[config.mk]
export PLATFORM = sky130hd
export DESIGN_NAME = radio_pairing_handshake_flat
export DESIGN_NICKNAME = d
export VERILOG_FILES = /design/src/rtl/rph_pkg.sv /design/src/rtl/rph_ifs.sv /design/src/rtl/radio_pairing_handshake.sv /design/src/rtl/rph_core.sv /design/src/rtl/rph_emit.sv /design/src/flat_wrapper.sv
export SDC_FILE = /design/constraint.sdc
export NUM_CORES = 1
export LEC_CHECK = 0
export ABC_AREA = 1
export BUFFER_PORTS_ARGS = -buffer_cell sky130_fd_sc_hd__buf_2
export CELL_PAD_IN_SITES_DETAIL_PLACEMENT = 1
export CELL_PAD_IN_SITES_GLOBAL_PLACEMENT = 2
export CORE_ASPECT_RATIO = 1.4
export CORE_MARGIN = 3
export CORE_UTILIZATION = 35
export CTS_BUF_LIST = sky130_fd_sc_hd__clkbuf_8 sky130_fd_sc_hd__clkbuf_16
export DETAILED_ROUTE_END_ITERATION = 6
export PLACE_DENSITY = 0.78
export SLEW_MARGIN = 20
export SYNTH_ARGS = -nofsm -noshare
export SYNTH_HDL_FRONTEND = slang
export SYNTH_SLANG_ARGS = --single-unit
[constraint.sdc]
create_clock -name clk -period 6.9 [get_ports clk]
set_clock_uncertainty 0.05 [all_clocks]
set_input_delay 0.69 -clock clk [delete_from_list [all_inputs] [get_ports clk]]
set_output_delay 0.69 -clock clk [all_outputs]
set_load 0.02 [all_outputs]
[src/rtl/rph_pkg.sv]
package rph_pkg;

	localparam int unsigned CFG_DATA_W = 56;
	localparam int unsigned MAX_START_COPIES = 8;
	localparam int unsigned COPY_W = 4;

	localparam logic [1:0] ROLE_HOST = 2'd1;
	localparam logic [1:0] ROLE_CLIENT = 2'd2;

	localparam logic [1:0] RST_ROLE = 2'd0;
	localparam logic [31:0] RST_CONTENT = 32'd0;
	localparam logic [7:0] RST_PROTOCOL = 8'd1;
	localparam logic [15:0] RST_TIMEOUT = 16'd10000;
	localparam logic [15:0] RST_PERIOD = 16'd200;
	localparam logic [15:0] RST_START_WAIT = 16'd500;
	localparam logic [3:0] RST_REPEAT = 4'd3;
	localparam logic [55:0] RST_TERMS = 56'd0;

	typedef enum logic [2:0] {
		CFG_ROLE,
		CFG_CONTENT,
		CFG_PROTOCOL,
		CFG_TIMEOUT,
		CFG_PERIOD,
		CFG_START_WAIT,
		CFG_REPEAT,
		CFG_TERMS
	} cfg_idx_t;

	typedef enum logic [1:0] {
		ACT_TICK = 2'd0,
		ACT_FRAME = 2'd1,
		ACT_BEGIN = 2'd2
	} act_t;

	typedef enum logic [1:0] {
		FK_ANNOUNCE = 2'd0,
		FK_JOIN = 2'd1,
		FK_START = 2'd2,
		FK_OTHER = 2'd3
	} fkind_t;

	typedef enum logic [1:0] {
		SEND_NONE = 2'd0,
		SEND_ANNOUNCE = 2'd1,
		SEND_JOIN = 2'd2,
		SEND_START = 2'd3
	} send_t;

	typedef enum logic [2:0] {
		PH_IDLE = 3'd0,
		PH_HOSTING = 3'd1,
		PH_LISTENING = 3'd2,
		PH_AWAIT = 3'd3,
		PH_PAIRED = 3'd4,
		PH_FAILED = 3'd5
	} phase_t;

	typedef struct packed {
		logic [1:0] pairing_role;
		logic [31:0] content_identity;
		logic [7:0] protocol_version;
		logic [15:0] pair_limit_ms;
		logic [15:0] beacon_period_ms;
		logic [15:0] start_wait_ms;
		logic [3:0] start_repeat_count;
		logic [55:0] host_session_terms;
	} cfg_t;

	typedef struct packed {
		act_t action;
		logic radio_ready;
		logic [31:0] random_token;
		fkind_t frame_kind;
		logic payload_whole;
		logic [7:0] frame_protocol;
		logic [31:0] frame_content_id;
		logic [31:0] frame_token;
		logic [47:0] sender_address;
		logic [55:0] frame_terms;
	} evt_t;

	typedef struct packed {
		send_t send_kind;
		logic [47:0] destination_address;
		logic [31:0] send_token;
		phase_t link_status;
		logic acting_as_host;
		logic [55:0] agreed_terms;
		logic last_of_run;
	} res_t;

	// one event's outcome: frame copies to send, then the status beat
	typedef struct packed {
		send_t send_kind;
		logic [COPY_W-1:0] copies;
		logic [47:0] dest;
		logic [31:0] token;
		phase_t status;
		logic host;
		logic [55:0] agreed;
	} run_t;

	function automatic logic [15:0] sat_add16(input logic [15:0] a, input logic [15:0] b);
		logic [16:0] s;
		s = {1'b0, a} + {1'b0, b};
		return s[16] ? 16'hFFFF : s[15:0];
	endfunction

endpackage

[src/rtl/rph_ifs.sv]
interface rph_evt_if;
	import rph_pkg::*;
	logic valid;
	logic ready;
	evt_t data;
	modport source(output valid, output data, input ready);
	modport sink(input valid, input data, output ready);
endinterface

interface rph_res_if;
	import rph_pkg::*;
	logic valid;
	logic ready;
	res_t data;
	modport source(output valid, output data, input ready);
	modport sink(input valid, input data, output ready);
endinterface

[src/rtl/radio_pairing_handshake.sv]
// channel    dir  payload   beat
// events     in   evt_t     one tick, received frame or begin request
// results    out  res_t     one sent frame, or the closing status (last_of_run)
// cfg        in   56 bits   register write by index, no read-back
//
// an event is decided from the input register in the cycle after it is taken, and its
// run loads into the result sequencer once run_free is high, which then drives results
// a run is n frame beats then a status beat (1 to 9 beats), one per cycle unless stalled
// the input register takes the next event while the current run still drains
// reset clears handshake state and loads the register defaults
// a stalled results channel holds the run and backs up into events.ready
module radio_pairing_handshake (
	input logic clk,
	input logic arst_n,
	input logic cfg_we,
	input rph_pkg::cfg_idx_t cfg_index,
	input logic [rph_pkg::CFG_DATA_W-1:0] cfg_data,
	rph_evt_if.sink events,
	rph_res_if.source results
);
	import rph_pkg::*;

	cfg_t cfg_q;
	run_t run;
	logic run_load;
	logic run_free;

	always_ff @(posedge clk or negedge arst_n) begin
		if (!arst_n) begin
			cfg_q.pairing_role <= RST_ROLE;
			cfg_q.content_identity <= RST_CONTENT;
			cfg_q.protocol_version <= RST_PROTOCOL;
			cfg_q.pair_limit_ms <= RST_TIMEOUT;
			cfg_q.beacon_period_ms <= RST_PERIOD;
			cfg_q.start_wait_ms <= RST_START_WAIT;
			cfg_q.start_repeat_count <= RST_REPEAT;
			cfg_q.host_session_terms <= RST_TERMS;
		end else if (cfg_we) begin
			unique case (cfg_index)
				CFG_ROLE: cfg_q.pairing_role <= cfg_data[1:0];
				CFG_CONTENT: cfg_q.content_identity <= cfg_data[31:0];
				CFG_PROTOCOL: cfg_q.protocol_version <= cfg_data[7:0];
				CFG_TIMEOUT: cfg_q.pair_limit_ms <= cfg_data[15:0];
				CFG_PERIOD: cfg_q.beacon_period_ms <= cfg_data[15:0];
				CFG_START_WAIT: cfg_q.start_wait_ms <= cfg_data[15:0];
				CFG_REPEAT: cfg_q.start_repeat_count <= cfg_data[3:0];
				CFG_TERMS: cfg_q.host_session_terms <= cfg_data[55:0];
				default: ;
			endcase
		end
	end

	rph_core u_core (
		.clk(clk),
		.arst_n(arst_n),
		.cfg(cfg_q),
		.events(events),
		.run_free(run_free),
		.run_load(run_load),
		.run(run)
	);

	rph_emit u_emit (
		.clk(clk),
		.arst_n(arst_n),
		.run_load(run_load),
		.run(run),
		.run_free(run_free),
		.results(results)
	);

`ifndef ASSERT_OFF
	a_run_shows: assert property (@(posedge clk) disable iff (!arst_n)
		run_load |=> results.valid)
		else $error("decided run not presented on results");

	a_no_overlap: assert property (@(posedge clk) disable iff (!arst_n)
		run_load |-> (!results.valid || (results.ready && results.data.last_of_run)))
		else $error("new run loaded over an unfinished one");

	a_frame_phase: assert property (@(posedge clk) disable iff (!arst_n)
		(results.valid && results.data.send_kind != SEND_NONE) |->
		(results.data.link_status != PH_IDLE && results.data.link_status != PH_FAILED))
		else $error("frame sent while idle or failed");

	a_terms_paired: assert property (@(posedge clk) disable iff (!arst_n)
		(results.valid && results.data.agreed_terms != 56'd0) |->
		(results.data.link_status == PH_PAIRED))
		else $error("terms shown while not paired");
`endif

endmodule

[src/rtl/rph_core.sv]
module rph_core (
	input logic clk,
	input logic arst_n,
	input rph_pkg::cfg_t cfg,
	rph_evt_if.sink events,
	input logic run_free,
	output logic run_load,
	output rph_pkg::run_t run
);
	import rph_pkg::*;

	logic evt_vld_s1;
	evt_t evt_s1;

	phase_t phase_q, phase_d;
	logic [15:0] elapsed_q, elapsed_d;
	logic [15:0] next_ann_q, next_ann_d;
	logic [15:0] wait_until_q, wait_until_d;
	logic [31:0] token_q, token_d;
	logic [47:0] peer_q, peer_d;
	logic [55:0] terms_q, terms_d;
	logic host_q, host_d;

	logic [15:0] elapsed_inc;
	logic refuse;
	logic host_join_ok, client_ann_ok, client_start_ok;
	send_t send_kind;
	logic [COPY_W-1:0] copies;
	logic [COPY_W-1:0] repeat_lim;
	phase_t tick_ph;

	assign run_load = evt_vld_s1 && run_free;
	assign events.ready = !evt_vld_s1 || run_load;

	always_ff @(posedge clk or negedge arst_n) begin
		if (!arst_n) begin
			evt_vld_s1 <= 1'b0;
		end else if (events.ready) begin
			evt_vld_s1 <= events.valid;
		end
	end

	always_ff @(posedge clk) begin
		if (events.ready && events.valid) begin
			evt_s1 <= events.data;
		end
	end

	always_comb begin
		elapsed_inc = sat_add16(elapsed_q, 16'd1);
		refuse = (cfg.pairing_role != ROLE_HOST && cfg.pairing_role != ROLE_CLIENT)
			|| !evt_s1.radio_ready || cfg.content_identity == 32'd0
			|| cfg.pair_limit_ms == 16'd0;
		host_join_ok = phase_q == PH_HOSTING && evt_s1.frame_kind == FK_JOIN
			&& evt_s1.frame_protocol == cfg.protocol_version
			&& evt_s1.frame_token == token_q
			&& evt_s1.frame_content_id == cfg.content_identity;
		client_ann_ok = phase_q == PH_LISTENING && evt_s1.frame_kind == FK_ANNOUNCE
			&& evt_s1.frame_protocol == cfg.protocol_version
			&& evt_s1.frame_content_id == cfg.content_identity;
		// protocol byte is not checked on START
		client_start_ok = phase_q == PH_AWAIT && evt_s1.frame_kind == FK_START
			&& evt_s1.frame_token == token_q
			&& evt_s1.frame_content_id == cfg.content_identity;
		repeat_lim = (cfg.start_repeat_count > COPY_W'(MAX_START_COPIES))
			? COPY_W'(MAX_START_COPIES) : cfg.start_repeat_count;

		phase_d = phase_q;
		elapsed_d = elapsed_q;
		next_ann_d = next_ann_q;
		wait_until_d = wait_until_q;
		token_d = token_q;
		peer_d = peer_q;
		terms_d = terms_q;
		host_d = host_q;
		send_kind = SEND_NONE;
		copies = '0;
		tick_ph = phase_q;

		unique case (evt_s1.action)
			ACT_BEGIN: begin
				if (refuse) begin
					phase_d = PH_FAILED;
				end else begin
					elapsed_d = 16'd0;
					wait_until_d = 16'd0;
					host_d = cfg.pairing_role == ROLE_HOST;
					if (cfg.pairing_role == ROLE_HOST) begin
						token_d = evt_s1.random_token;
						phase_d = PH_HOSTING;
						send_kind = SEND_ANNOUNCE;
						copies = COPY_W'(1);
						next_ann_d = cfg.beacon_period_ms;
					end else begin
						phase_d = PH_LISTENING;
						next_ann_d = 16'd0;
					end
				end
			end
			ACT_TICK: begin
				if (phase_q == PH_HOSTING) begin
					elapsed_d = elapsed_inc;
					priority if (elapsed_inc >= cfg.pair_limit_ms) begin
						phase_d = PH_FAILED;
					end else if (elapsed_inc >= next_ann_q) begin
						send_kind = SEND_ANNOUNCE;
						copies = COPY_W'(1);
						next_ann_d = sat_add16(elapsed_inc, cfg.beacon_period_ms);
					end
				end else if (phase_q == PH_LISTENING || phase_q == PH_AWAIT) begin
					elapsed_d = elapsed_inc;
					// window over: back to listening, and the timeout applies at once
					if (phase_q == PH_AWAIT && elapsed_inc >= wait_until_q) begin
						tick_ph = PH_LISTENING;
					end
					if (tick_ph == PH_LISTENING && elapsed_inc >= cfg.pair_limit_ms) begin
						tick_ph = PH_FAILED;
					end
					phase_d = tick_ph;
				end
			end
			ACT_FRAME: begin
				if (evt_s1.payload_whole) begin
					priority if (host_join_ok) begin
						peer_d = evt_s1.sender_address;
						terms_d = cfg.host_session_terms;
						phase_d = PH_PAIRED;
						send_kind = SEND_START;
						copies = repeat_lim;
					end else if (client_ann_ok) begin
						peer_d = evt_s1.sender_address;
						token_d = evt_s1.frame_token;
						send_kind = SEND_JOIN;
						copies = COPY_W'(1);
						wait_until_d = sat_add16(elapsed_q, cfg.start_wait_ms);
						phase_d = PH_AWAIT;
					end else if (client_start_ok) begin
						terms_d = evt_s1.frame_terms;
						phase_d = PH_PAIRED;
					end
				end
			end
			default: ;
		endcase

		run.send_kind = send_kind;
		run.copies = copies;
		run.dest = (send_kind == SEND_ANNOUNCE) ? 48'd0 : peer_d;
		run.token = token_d;
		run.status = phase_d;
		run.host = host_d;
		run.agreed = (phase_d == PH_PAIRED) ? terms_d : 56'd0;
	end

	always_ff @(posedge clk or negedge arst_n) begin
		if (!arst_n) begin
			phase_q <= PH_IDLE;
			elapsed_q <= '0;
			next_ann_q <= '0;
			wait_until_q <= '0;
			token_q <= '0;
			peer_q <= '0;
			terms_q <= '0;
			host_q <= 1'b0;
		end else if (run_load) begin
			phase_q <= phase_d;
			elapsed_q <= elapsed_d;
			next_ann_q <= next_ann_d;
			wait_until_q <= wait_until_d;
			token_q <= token_d;
			peer_q <= peer_d;
			terms_q <= terms_d;
			host_q <= host_d;
		end
	end

endmodule

[src/rtl/rph_emit.sv]
module rph_emit (
	input logic clk,
	input logic arst_n,
	input logic run_load,
	input rph_pkg::run_t run,
	output logic run_free,
	rph_res_if.source results
);
	import rph_pkg::*;

	logic busy_q;
	logic [COPY_W-1:0] left_q;
	run_t run_q;
	logic status_beat;

	assign status_beat = left_q == '0;
	assign run_free = !busy_q || (results.ready && status_beat);
	assign results.valid = busy_q;

	always_ff @(posedge clk or negedge arst_n) begin
		if (!arst_n) begin
			busy_q <= 1'b0;
			left_q <= '0;
		end else if (run_load) begin
			busy_q <= 1'b1;
			left_q <= run.copies;
		end else if (busy_q && results.ready) begin
			if (status_beat) begin
				busy_q <= 1'b0;
			end else begin
				left_q <= left_q - COPY_W'(1);
			end
		end
	end

	always_ff @(posedge clk) begin
		if (run_load) begin
			run_q <= run;
		end
	end

	// frame copies first, the status beat closes the run
	always_comb begin
		results.data.link_status = run_q.status;
		results.data.acting_as_host = run_q.host;
		results.data.agreed_terms = run_q.agreed;
		if (status_beat) begin
			results.data.send_kind = SEND_NONE;
			results.data.destination_address = 48'd0;
			results.data.send_token = 32'd0;
			results.data.last_of_run = 1'b1;
		end else begin
			results.data.send_kind = run_q.send_kind;
			results.data.destination_address = run_q.dest;
			results.data.send_token = run_q.token;
			results.data.last_of_run = 1'b0;
		end
	end

endmodule
[src/flat_wrapper.sv]
// flat-port wrapper written by rule: the top's interface ports become plain ports
module radio_pairing_handshake_flat import rph_pkg::*;
  (clk, arst_n, cfg_we, cfg_index, cfg_data, events_valid, events_data, events_ready, results_valid, results_data, results_ready);
  rph_evt_if events_i ();
  rph_res_if results_i ();
  input logic clk;
  input logic arst_n;
  input logic cfg_we;
  input rph_pkg::cfg_idx_t cfg_index;
  input logic [rph_pkg::CFG_DATA_W-1:0] cfg_data;
  input wire logic [$bits(events_i.valid)-1:0] events_valid;
  input wire logic [$bits(events_i.data)-1:0] events_data;
  output wire logic [$bits(events_i.ready)-1:0] events_ready;
  output wire logic [$bits(results_i.valid)-1:0] results_valid;
  output wire logic [$bits(results_i.data)-1:0] results_data;
  input wire logic [$bits(results_i.ready)-1:0] results_ready;
  assign events_i.valid = events_valid;
  assign events_i.data = events_data;
  assign events_ready = events_i.ready;
  assign results_valid = results_i.valid;
  assign results_data = results_i.data;
  assign results_i.ready = results_ready;
  radio_pairing_handshake u_core (.clk(clk), .arst_n(arst_n), .cfg_we(cfg_we), .cfg_index(cfg_index), .cfg_data(cfg_data), .events(events_i), .results(results_i));
endmodule
# [Yosys cells after proc, flatten, opt, wreduce, memory -nomap -nowiden]
# Cells that the tools add are included.
[classes] addsub=4 magnitude_cmp=4 n_eq_ne=32 mux=76 n_reduce_logical=49
[op_table] op="56-bit two-way mux" count=5
[op_table] op="16-bit two-way mux" count=14
[op_table] op="48-bit two-way mux" count=4
[op_table] op="32-bit two-way mux" count=5
[op_table] op="16-bit case mux with 2 select lines" count=3
[op_table] op="82-bit two-way mux" count=1
[op_table] op="32-bit == test" count=2
[op_table] op="32-bit case mux with 2 select lines" count=1
[op_table] op="16-bit >= comparator" count=3
[op_table] op="3-bit two-way mux" count=13
[op_table] op="16-bit by 16-bit adder with 17-bit output" count=2
[op_table] op="32-bit logical NOT" count=1
[op_table] op="4-bit two-way mux" count=6
[op_table] op="2-bit AND reduction" count=10
[op_table] op="16-bit by 1-bit adder with 17-bit output, second input constant" count=1
[op_table] op="1-bit logical AND" count=17
[op_table] op="1-bit two-way mux" count=17
[op_table] op="16-bit logical NOT" count=1
[op_table] op="2-bit inequality test, second input constant" count=8
[op_table] op="3-bit by 2-bit == test with 1-bit output, second input constant" count=5
[op_table] op="3-bit == test, second input constant" count=5
[op_table] op="4-bit case mux with 3 select lines" count=1
[op_table] op="6-bit AND reduction" count=2
[op_table] op="3-bit case mux with 3 select lines" count=1
[op_table] op="17 further kinds" count=37
[totals] register_bits=700 in_bits=278 output_inout_bits=145 elab_cells=200

# [Logic depth before layout (Yosys ltp)]
# Gate-level depths: netlist of run 1.
[logic_depth] depth_word=15 depth_mapped=31 mapped_depth_nobuf=29

# [Cells and area by module]
# A second synthesis of run 1 with hierarchy kept.
[hier_totals] hier_cells=3969 hier_area_um2=35335.1
[modules_own_cells] module="rph_core" instances=1 cells_per_inst=2889 area_each_um2=23259.8
[modules_own_cells] module="rph_emit" instances=1 cells_per_inst=420 area_each_um2=6241.0
[modules_own_cells] module="radio_pairing_handshake" instances=1 cells_per_inst=660 area_each_um2=5834.3

# [Worst setup path before layout of run 1]
# No wires, ideal clock.
[synth_timing] path_type="reg2reg" startpoint="register u_core.u_emit.left_q[0]" endpoint="register u_core.u_emit.run_q (netlist bit u_core.u_emit.results.data[10]) (enable)" setup_time_ns=0.562 t_arrival_ns=5.678 slack_ns=0.610 stages_incl_launch_ff=12 path_cell_list="dfrtp_1 -> inv_1 -> ha_1 -> nand2_1 -> nor2_1 -> inv_1 -> a21oi_1 -> inv_1 -> nor2_1 -> buf_2 -> buf_1 -> clkbuf_1"
[synth_between] elab_chain_cells=4
[synth_rtl] element="start, declared" line_no="rph_emit.sv:12" text="logic [COPY_W-1:0] left_q;"
[synth_rtl] element="start signal, assigned" line_no="rph_emit.sv:26" text="left_q <= run.copies;"
[synth_rtl] element="start signal, assigned" line_no="rph_emit.sv:31" text="left_q <= left_q - COPY_W'(1);"
[synth_rtl] element="4-bit logical NOT" line_no="rph_emit.sv:16" text="assign status_beat = left_q == '0;"
[synth_rtl] element="1-bit logical AND" line_no="rph_emit.sv:17" text="assign run_free = !busy_q || (results.ready && status_beat);"
[synth_rtl] element="1-bit logical OR" line_no="rph_emit.sv:17"
[synth_rtl] element="1-bit logical AND" line_no="rph_core.sv:32" text="assign run_load = evt_vld_s1 && run_free;"
[synth_rtl] element="named net u_core.run_load" line_no="radio_pairing_handshake.sv:25" text="logic run_load;"
[synth_rtl] element="end signal, assigned" line_no="rph_emit.sv:38" text="run_q <= run;"
[synth_rtl] element="end, declared" line_no="rph_emit.sv:13" text="run_t run_q;"
# The timed path passes the listed nets, and every way through them passes these cells.
# A chain may end at the register's enable or synchronous reset.

==> metrics.yaml, run 1 <==
placement:
  post_dp_cell_area_um2: 37510
  place.gp.congestion: 0.8118
  hpwl_mm: 77.30
  port_buffers: 422
floorplanning:
  die_height_um: 377.7
  ios: 423
  initial_core_util: 0.3551
  fp-row-count: 135
  die_area_um2: 102600
  core_region_area_um2: 97290
  die_w_um: 271.5
min_path:
  worst_hold_path_type: "in -> reg"
synth:
  ys.flop_type: "edfxtp_1"
  syn-cell-area_um2: 34550
  netlist-cell-type-count: 49
  synth_edf_count: 356
  syn_nets: 4305
  syn_area_per_cell_um2: 8.772
  yosys_warnings: 0
  seq_area_frac_synth: 0.5593
  async_flop_share: 0.4914
  ys_ff_latch: 700
  netlist_instances: 3938
route:
  top_signal_layer_used: "met5"
  drt_wl_total_mm: 112.3
  first_pass_iters: 7
  wl_met2_mm: 56.23
  wl_met3_mm: 5.378
  drtIter0Drc: 1448
  wl_met1_mm: 46.49
  wl_per_cell_um: 19.96
  vias: 27570
  drc_errors: 0
  drtAntennaViolNets: 0
  via_per_inst: 4.901
timing:
  maxSlewViolCount: 0
  worst_hold_slack_ns: 0.1302
  post-route-period-util: 0.7471
  tns_ns: 0
  hold_viol_final: 0
  rsz0062_at_grt: "false"
  period_minus_slack_ns: 5.155
  setup_violations: 0
  slew_headroom: 0.2777
  worst_slew_pin_slew_ns: 1.083
  timing.fmax_ghz: 0.1940
power_and_ir_drop:
  power_density_nw_per_um2: 378.0
  leakagePower_nw: 18.66
  switching_power_w: 0.005552
  p_int_w: 0.009655
  finalPower_w: 0.01521
  pwr-share-clk: 0.287
  p_comb_frac: 0.327
  seqPwrFrac: 0.386
  sw_frac_of_total: 0.3651
  ir_drop_v: 0.0002292
cts:
  cts-resized-gates: 0
  h-tree-depth: 3
  hold_buffers: 1
  cts_sinks: 700
  cts_tree: "built"
  numCtsBuffers: 78
  clockBufferDepth: 3
  cts_root_buffer: "clkbuf_16"
  clock_latency_ns: 0.68
  path_clk_slew_ns: 0.07
  cts_setup_buffers: 0
critical_path:
  critical-path-slowest-cell: "nand2_2"
  required_ns: 7.24
  slowest_delay_ns: 0.54
  start_kind: "flop"
  path_class: "reg -> reg"
  cp_max_fo: 31
  crit_arrival_ns: 5.50
  cpMostUsedCell: "nand2_1"
  endpoint_kind: "flop"
outcome:
  outcome: "completed"
global_route:
  antenna_found_initial: 14
  grt_max_degree: 191
  grt_pass1_vias: 28980
  grt_pass1_wl_mm: 171.0
  track_usage: 0.2177
  overflow: 0
final_layout:
  area_delta_synth_final_pct: 16.46
  final.fill_count: 11550
  post-route-util: 0.4135
  stdcell_area_um2: 40230
  layout.nets: 4622
  drive_gt1_frac: 0.1643
flow_run:
  max_cap_viol_count: 0
-- synthesized netlist by cell type (all sizes together), types with 18 or more instances --
cell type	n	area, um2
nand2	984	3699
inv	563	2113
o21ai	435	2177
edfxtp	356	10690
dfrtp	327	8183
nor2	320	1219
a21oi	260	1305
nand3	121	618.1
buf	119	774.5
clkbuf	105	395.4
ha	87	1089
nand4	51	319.1
or2	41	256.5
mux2	24	270.3
xnor2	21	183.9
a22oi	18	135.1
-- critical path, delay by kind of cell (launching register included) --
| family | cells | cell delay (ns) |
|---|---|---|
| AND/OR/NAND/NOR | 17 | 2.35 |
| buffers and inverters | 6 | 0.97 |
| AO/OA/AOI/OAI | 4 | 0.81 |
| flip-flops | 1 | 0.38 |
| adder cells (fa/ha/maj) | 1 | 0.33 |
-- cells in the final DEF, fill, tap and decap left out, drive strengths merged, types with 7 or more instances in the layout --
master,count
ha,87
nor2,320
nor3,12
clkbuf,89
o22ai,7
nand3,121
bufinv,8
a21boi,15
dfstp,17
inv,585
clkinv,27
or2,41
edfxtp,356
mux2,24
dfrtp,327
nand4,51
a22oi,18
a21oi,260
buf,460
nand2,984
xor2,17
xnor2,21
o21ai,435
-- metrics by stage --
stage	cells	worst slack [ns]
3_5_place_dp	5475	1.703
6_report	5626	1.745
3_3_place_gp	5475	1.880
2_1_floorplan	3938	0.6105
5_1_grt	5624	1.083
4_1_cts	5622	1.735
-- final timing paths --
check                                                  startpoint                                            to  slack [ns]  cells after the start
max                        u_core.u_core.elapsed_q[1]$_DFFE_PN0P_  u_core.u_emit.results.data[43]$_SDFFCE_PP0P_        1.74                     28
min                                               events_data[20]            u_core.u_core.evt_s1[20]$_DFFE_PP_        0.13                      1
max reg2reg                u_core.u_core.elapsed_q[1]$_DFFE_PN0P_  u_core.u_emit.results.data[43]$_SDFFCE_PP0P_        1.74                     28
min reg2reg                 u_core.u_core.terms_q[30]$_DFFE_PN0P_         u_core.u_core.terms_q[30]$_DFFE_PN0P_        0.43                      2
max in group asynchronous                                  arst_n       u_core.u_core.next_ann_q[2]$_DFFE_PN0P_        4.74                      3
min in group asynchronous                                  arst_n                  u_core.cfg_q[33]$_DFFE_PN0P_        0.53                      2
-- cells by family (layout without fill, tap and decap cells) --
kind of cell             count (synthesis)  after routing  synth area share
AND/OR/NAND/NOR                       1536           1536            0.1801
buffers and inverters                  789           1172           0.09526
AO/OA/AOI/OAI                          762            762            0.1153
flip-flops                             700            700            0.5593
adder cells (fa/ha/maj)                 89             89           0.03267
XOR/XNOR                                38             38          0.009634
multiplexers                            24             24          0.007823
other                                    0              4                 0
-- routing by layer --
metal | GRT usage | up-vias
met1 | 0.2656 | 13440
li1 | - | 13320
met3 | 0.03405 | 189
met2 | 0.3812 | 614
met4 | 0.09319 | 8
met5 | 0 | -
-- registers in the layout, indices dropped and copies added, names as in the netlist, 3 cells and up --
| signal | cells |
|---|---|
| u_core.u_core.phase_q | 3 |
| u_core.u_core.evt_s1 | 214 |
| u_core.u_core.wait_until_q | 16 |
| u_core.u_emit.run_q | 82 |
| u_core.u_core.peer_q | 48 |
| u_core.u_emit.results.data | 60 |
| u_core.u_core.next_ann_q | 16 |
| u_core.cfg_q | 150 |
| u_core.u_core.terms_q | 56 |
| u_core.u_core.token_q | 32 |
| u_core.u_core.elapsed_q | 16 |
| u_core.u_emit.left_q | 4 |
-- power by group through the flow --
stage,Sequential (W),Clock [W],Combinational (W)
after floorplan,0.00583,0,0.00363
after global placement,0.00591,0,0.00485
after detailed placement,0.00594,0,0.00501
after CTS,0.00587,0.00451,0.00504
after global routing,0.00596,0.00467,0.00578
final,0.00586,0.00436,0.00498
-- layout make-up --
| type | count | area [um2] | share of cell area |
|---|---|---|---|
| Antenna cell | 4 | 10.01 | 0.0002488 |
| Clock buffer | 89 | 2126 | 0.05284 |
| Clock inverter | 57 | 564.3 | 0.01403 |
| Inverter | 565 | 2131 | 0.05296 |
| Multi-Input combinational cell | 2449 | 12000 | 0.2982 |
| Sequential cell | 700 | 19320 | 0.4802 |
| Tap cell | 1301 | 1628 | 0.04046 |
| Timing Repair Buffer | 461 | 2455 | 0.06102 |
(Power assumes the default switching activity.)
==> inputs of run 2 (changes only) <==
--- a/config.mk
+++ b/config.mk
@@ -5,7 +5,7 @@
 export SDC_FILE = /design/constraint.sdc
 export NUM_CORES = 1
 export LEC_CHECK = 0
-export ABC_AREA = 1
+export ABC_AREA = 0
 export BUFFER_PORTS_ARGS = -buffer_cell sky130_fd_sc_hd__buf_2
 export CELL_PAD_IN_SITES_DETAIL_PLACEMENT = 1
 export CELL_PAD_IN_SITES_GLOBAL_PLACEMENT = 2
@@ -14,7 +14,7 @@
 export CORE_UTILIZATION = 35
 export CTS_BUF_LIST = sky130_fd_sc_hd__clkbuf_8 sky130_fd_sc_hd__clkbuf_16
 export DETAILED_ROUTE_END_ITERATION = 6
-export PLACE_DENSITY = 0.78
+export PLACE_DENSITY = 0.75
 export SLEW_MARGIN = 20
 export SYNTH_ARGS = -nofsm -noshare
 export SYNTH_HDL_FRONTEND = slang
==> constraint.sdc (replaced) <==
create_clock -name clk -period 4.47 [get_ports clk]
set_clock_uncertainty 0.05 [all_clocks]
set_input_delay 0.447 -clock clk [delete_from_list [all_inputs] [get_ports clk]]
set_output_delay 0.447 -clock clk [all_outputs]
set_load 0.02 [all_outputs]
==> run 2 against run 1 <==
  * The flow now finishes with violations (setup timing)
  * Utilization is 3.6 points higher
  * Combinational power is 8.8% lower
  * Area after synthesis is 5.0% lower
  * Global-route usage is 0.92 points higher
  * Sequential power is 42% higher
  * Largest power group unchanged
==> metrics.yaml, run 2 <==
route:
  wl_met3_mm: 5.107  # -5.0%
  top_signal_layer_used: "met5"
  via_per_inst: 5.294  # +8.0%
  drt_wl_total_mm: 112.4  # about the same
  wl_met2_mm: 60.39  # +7.4%
  first_pass_iters: 5  # -2
  wl_per_cell_um: 23.95  # +20%
  drtIter0Drc: 1313  # -9.3%
  drtAntennaViolNets: 0  # unchanged
  vias: 24840  # -9.9%
  drc_errors: 0  # unchanged
  wl_met1_mm: 41.98  # -9.7%
timing:
  setup_violations: 50  # +50
  finalWorstSetupSlack_ns: -0.04733  # -1.792 ns
  maxSlewViolCount: 0  # unchanged
  rsz0062_at_grt: "true"
  period_minus_slack_ns: 4.517  # -0.6379 ns
  hold_viol_final: 0  # unchanged
  timing.fmax_ghz: 0.2214  # +14%
  tns_ns: -1.207  # -1.207 ns
  slew_headroom: 0.3011  # +0.02342
  worst_slew_pin_slew_ns: 1.044  # -0.03909 ns
  worst_hold_slack_ns: 0.04253  # -0.08769 ns
  post-route-period-util: 1.011  # +0.2635
synth:
  ys.flop_type: "edfxtp_1"
  yosysMostFrequentCell: "edfxtp_1"
  synth_compound_area_frac: 0.1281  # +0.01285
  synth_edf_count: 356  # unchanged
  synth_common_cells: "edfxtp_1, dfrtp_1, a21oi_1"
  yosysTopAreaCellShare: 0.3256  # +0.01617
  synth_adder_area_share: 0.03438  # +0.001707
  synthSimpleGateAreaFrac: 0.09406  # -0.08602
  ys_ff_latch: 700  # unchanged
  netlist-cell-type-count: 69  # +41%
  syn-cell-area_um2: 32830  # -5.0%
  async_flop_share: 0.4914  # unchanged
  netlist_instances: 2770  # -30%
  synth_top_family_by_area: "compound AO/OA/AOI/OAI gates"
  synth_mux_area_frac: 0.08377  # +0.07595
  yosys_warnings: 0  # unchanged
  yosys.area.top_type: "edfxtp_1"
  syn_nets: 3137  # -27%
  seq_area_frac_synth: 0.5885  # +0.02922
  synth_xor_area_frac: 0.02668  # +0.01704
  synth_area_leaders: "edfxtp_1, dfrtp_1, mux2_2"
  syn_area_per_cell_um2: 11.85  # +35%
critical_path:
  start_kind: "flop"
  reg2reg_from: "u_core.u_core.elapsed_q[1]$_DFFE_PN0P_"
  r2r_cells: 21  # -25%
  path_class: "reg -> reg"
  cp_max_fo: 6  # -81%
  regToRegSetupSlack_ns: -0.05  # -1.79 ns
  crit_arrival_ns: 4.79  # -0.71 ns
  required_ns: 4.74  # -2.50 ns
  rr_endpoint: "u_core.u_emit.results.data[48]$_SDFFCE_PP0P_"
  endpoint_kind: "flop"
final_layout:
  drive_gt1_frac: 0.2813  # +0.1170
  area_delta_synth_final_pct: 27.19
  reg_top3: "u_core.u_core.evt_s1 (214), u_core.cfg_q (150), u_core.u_emit.run_q (82)"
  layout.nets: 3782  # -18%
  top_register: "u_core.u_core.evt_s1"
  post-route-util: 0.4499  # +0.03635
  mostFrequentLayoutCell: "buf_2"
  largest_reg_flops: 214  # unchanged
  layout_common_cells: "buf_2, edfxtp_1, dfrtp_1"
  fin_cells: 4692  # -17%
cts:
  clock_latency_ns: 0.63  # -0.05 ns
  path_clk_slew_ns: 0.06  # about the same
  cts_sinks: 700  # unchanged
  cts_root_buffer: "clkbuf_16"
  cts_tree: "built"
  h-tree-depth: 3  # unchanged
  numCtsBuffers: 75  # -3.8%
  clockBufferDepth: 3  # unchanged
placement:
  port_buffers: 422  # unchanged
  pre_cts_ws_ns: -0.1886  # -1.891 ns
  placed_cells: 4292  # -22%
  place.gp.congestion: 0.8982  # +11%
  hpwl_mm: 75.80  # -1.9%
global_route:
  grt_max_degree: 103  # -46%
  grt_pass1_vias: 27740  # -4.3%
  antenna_found_initial: 15  # +1
  grt_pass1_wl_mm: 170.1  # -0.52%
  overflow: 0  # unchanged
  track_usage: 0.2269  # +0.009175
outcome:
  outcome: "complete, but fails checks"
  violations: "setup timing"
min_path:
  worstHoldEndpoint: "u_core.u_core.evt_s1[8]$_DFFE_PP_"
  hold_depth: 1  # unchanged
  worst_hold_path_type: "in -> reg"
  hold_start: "events_data[8]"
flow_run:
  max_cap_viol_count: 0  # unchanged
floorplanning:
  die_area_um2: 97560  # -4.9%
  die_height_um: 368.4  # -2.5%
  initial_core_util: 0.3537  # -0.001365
  fp-row-count: 132  # -2.2%
  core_region_area_um2: 92820  # -4.6%
  ios: 423  # unchanged
  die_w_um: 264.8  # -2.5%
power_and_ir_drop:
  ir_drop_v: 0.0003055  # +33%
  leakagePower_nw: 17.55  # -6.0%
  power_density_nw_per_um2: 459.4  # +22%
[run 2: changes by cell type in the layout (fill, tap and decap cells not counted), sizes merged, moves of 75 or more]
cell	before	now
buf	460	535
dlygate4sd3	1	238
inv	585	127
mux2	24	214
nand2	984	207
nand3	121	23
nor2	320	207
nor2b	0	86
o21ai	435	149
[run 2: worst max-delay path: stages, from the launching register on]
cell and delay, ns:
dfrtp_1 0.36, ha_2 0.19, and3_4 0.19, and4_4 0.20
and4_1 0.21, and4_4 0.25, nand3_4 0.11, buf_8 0.17
nand2_1 0.09, buf_4 0.13, ha_1 0.24, a211oi_2 0.19
o211ai_1 0.14, nand2_1 0.14, o211ai_1 0.16, a311oi_2 0.36
o41ai_2 0.13, buf_4 0.16, o221ai_4 0.33, buf_12 0.21
clkbuf_16 0.16, a211oi_2 0.04
[run 2: how the worst max path moves through the flow]
stage | from | endpoint | slack [ns] | depth (start not counted)
CTS | u_core.u_core.elapsed_q[1]$_DFFE_PN0P_ | u_core.u_emit.results.data[11]$_SDFFCE_PP0P_ | 0.003 | 19
floorplan | u_core.u_core.elapsed_q[0]$_DFFE_PN0P_ | u_core.u_emit.results.data[27]$_SDFFCE_PP0P_ | -0.02 | 21
global placement | u_core.u_core.elapsed_q[1]$_DFFE_PN0P_ | u_core.u_emit.results.data[7]$_SDFFCE_PP0P_ | 0.05 | 19
finish | u_core.u_core.elapsed_q[1]$_DFFE_PN0P_ | u_core.u_emit.results.data[48]$_SDFFCE_PP0P_ | -0.05 | 21
global route | u_core.u_core.elapsed_q[1]$_DFFE_PN0P_ | u_core.u_emit.results.data[51]$_SDFFCE_PP0P_ | -0.23 | 21
detailed placement | u_core.u_core.elapsed_q[0]$_DFFE_PN0P_ | u_core.u_emit.results.data[7]$_SDFFCE_PP0P_ | -0.19 | 19
[run 2: cells by family (layout without fill, tap and decap cells)]
| kind of cell | Yosys count | count (layout) |
|---|---|---|
| AND/OR/NAND/NOR | 658 | 658 |
| buffers and inverters | 314 | 1021 |
| multiplexers | 248 | 248 |
| adder cells (fa/ha/maj) | 89 | 89 |
| XOR/XNOR | 100 | 100 |
| flip-flops | 700 | 700 |
| AO/OA/AOI/OAI | 661 | 661 |
| other | 0 | 9 |
[run 2: repair_timing]
item,CTS,global route
setup endpoints to repair,99,120
resized for setup,3,60
setup buffers,1,12
gates cloned,0,2
endpoints found under the hold margin,328,0
pin swaps,5,18
hold buffers,238,0
[run 2: layout make-up]
| class | instances | area (um2) |
|---|---|---|
| Clock inverter | 52 | 409.1 |
| Tap cell | 1206 | 1509 |
| Timing Repair Buffer | 775 | 5625 |
| Antenna cell | 9 | 22.52 |
| Clock buffer | 87 | 2076 |
| Multi-Input combinational cell | 1756 | 12390 |
| Fill cell | 9984 | 51060 |
| Inverter | 107 | 409.1 |
| Sequential cell | 700 | 19320 |
[run 2: layer usage]
| layer | track usage | up-vias |
|---|---|---|
| met5 | 0 | - |
| met1 | 0.2541 | 12700 |
| met4 | 0.09527 | 8 |
| met2 | 0.4250 | 650 |
| met3 | 0.03574 | 217 |
| li1 | - | 11270 |
[run 2: through the flow]
stage	instance area, um2	power [W]
final	41760	0.01918
after global routing	41740	0.02012
after CTS	41450	0.01925
after floorplan	32930	0.01098
after global placement	36540	0.01252
after detailed placement	36560	0.01271
[run 2: power by group]
group	switching, W	internal (W)	total, W
Sequential	0.000563	0.00779	0.00835
Combinational	0.00273	0.00181	0.00454
Clock	0.00268	0.00362	0.00630
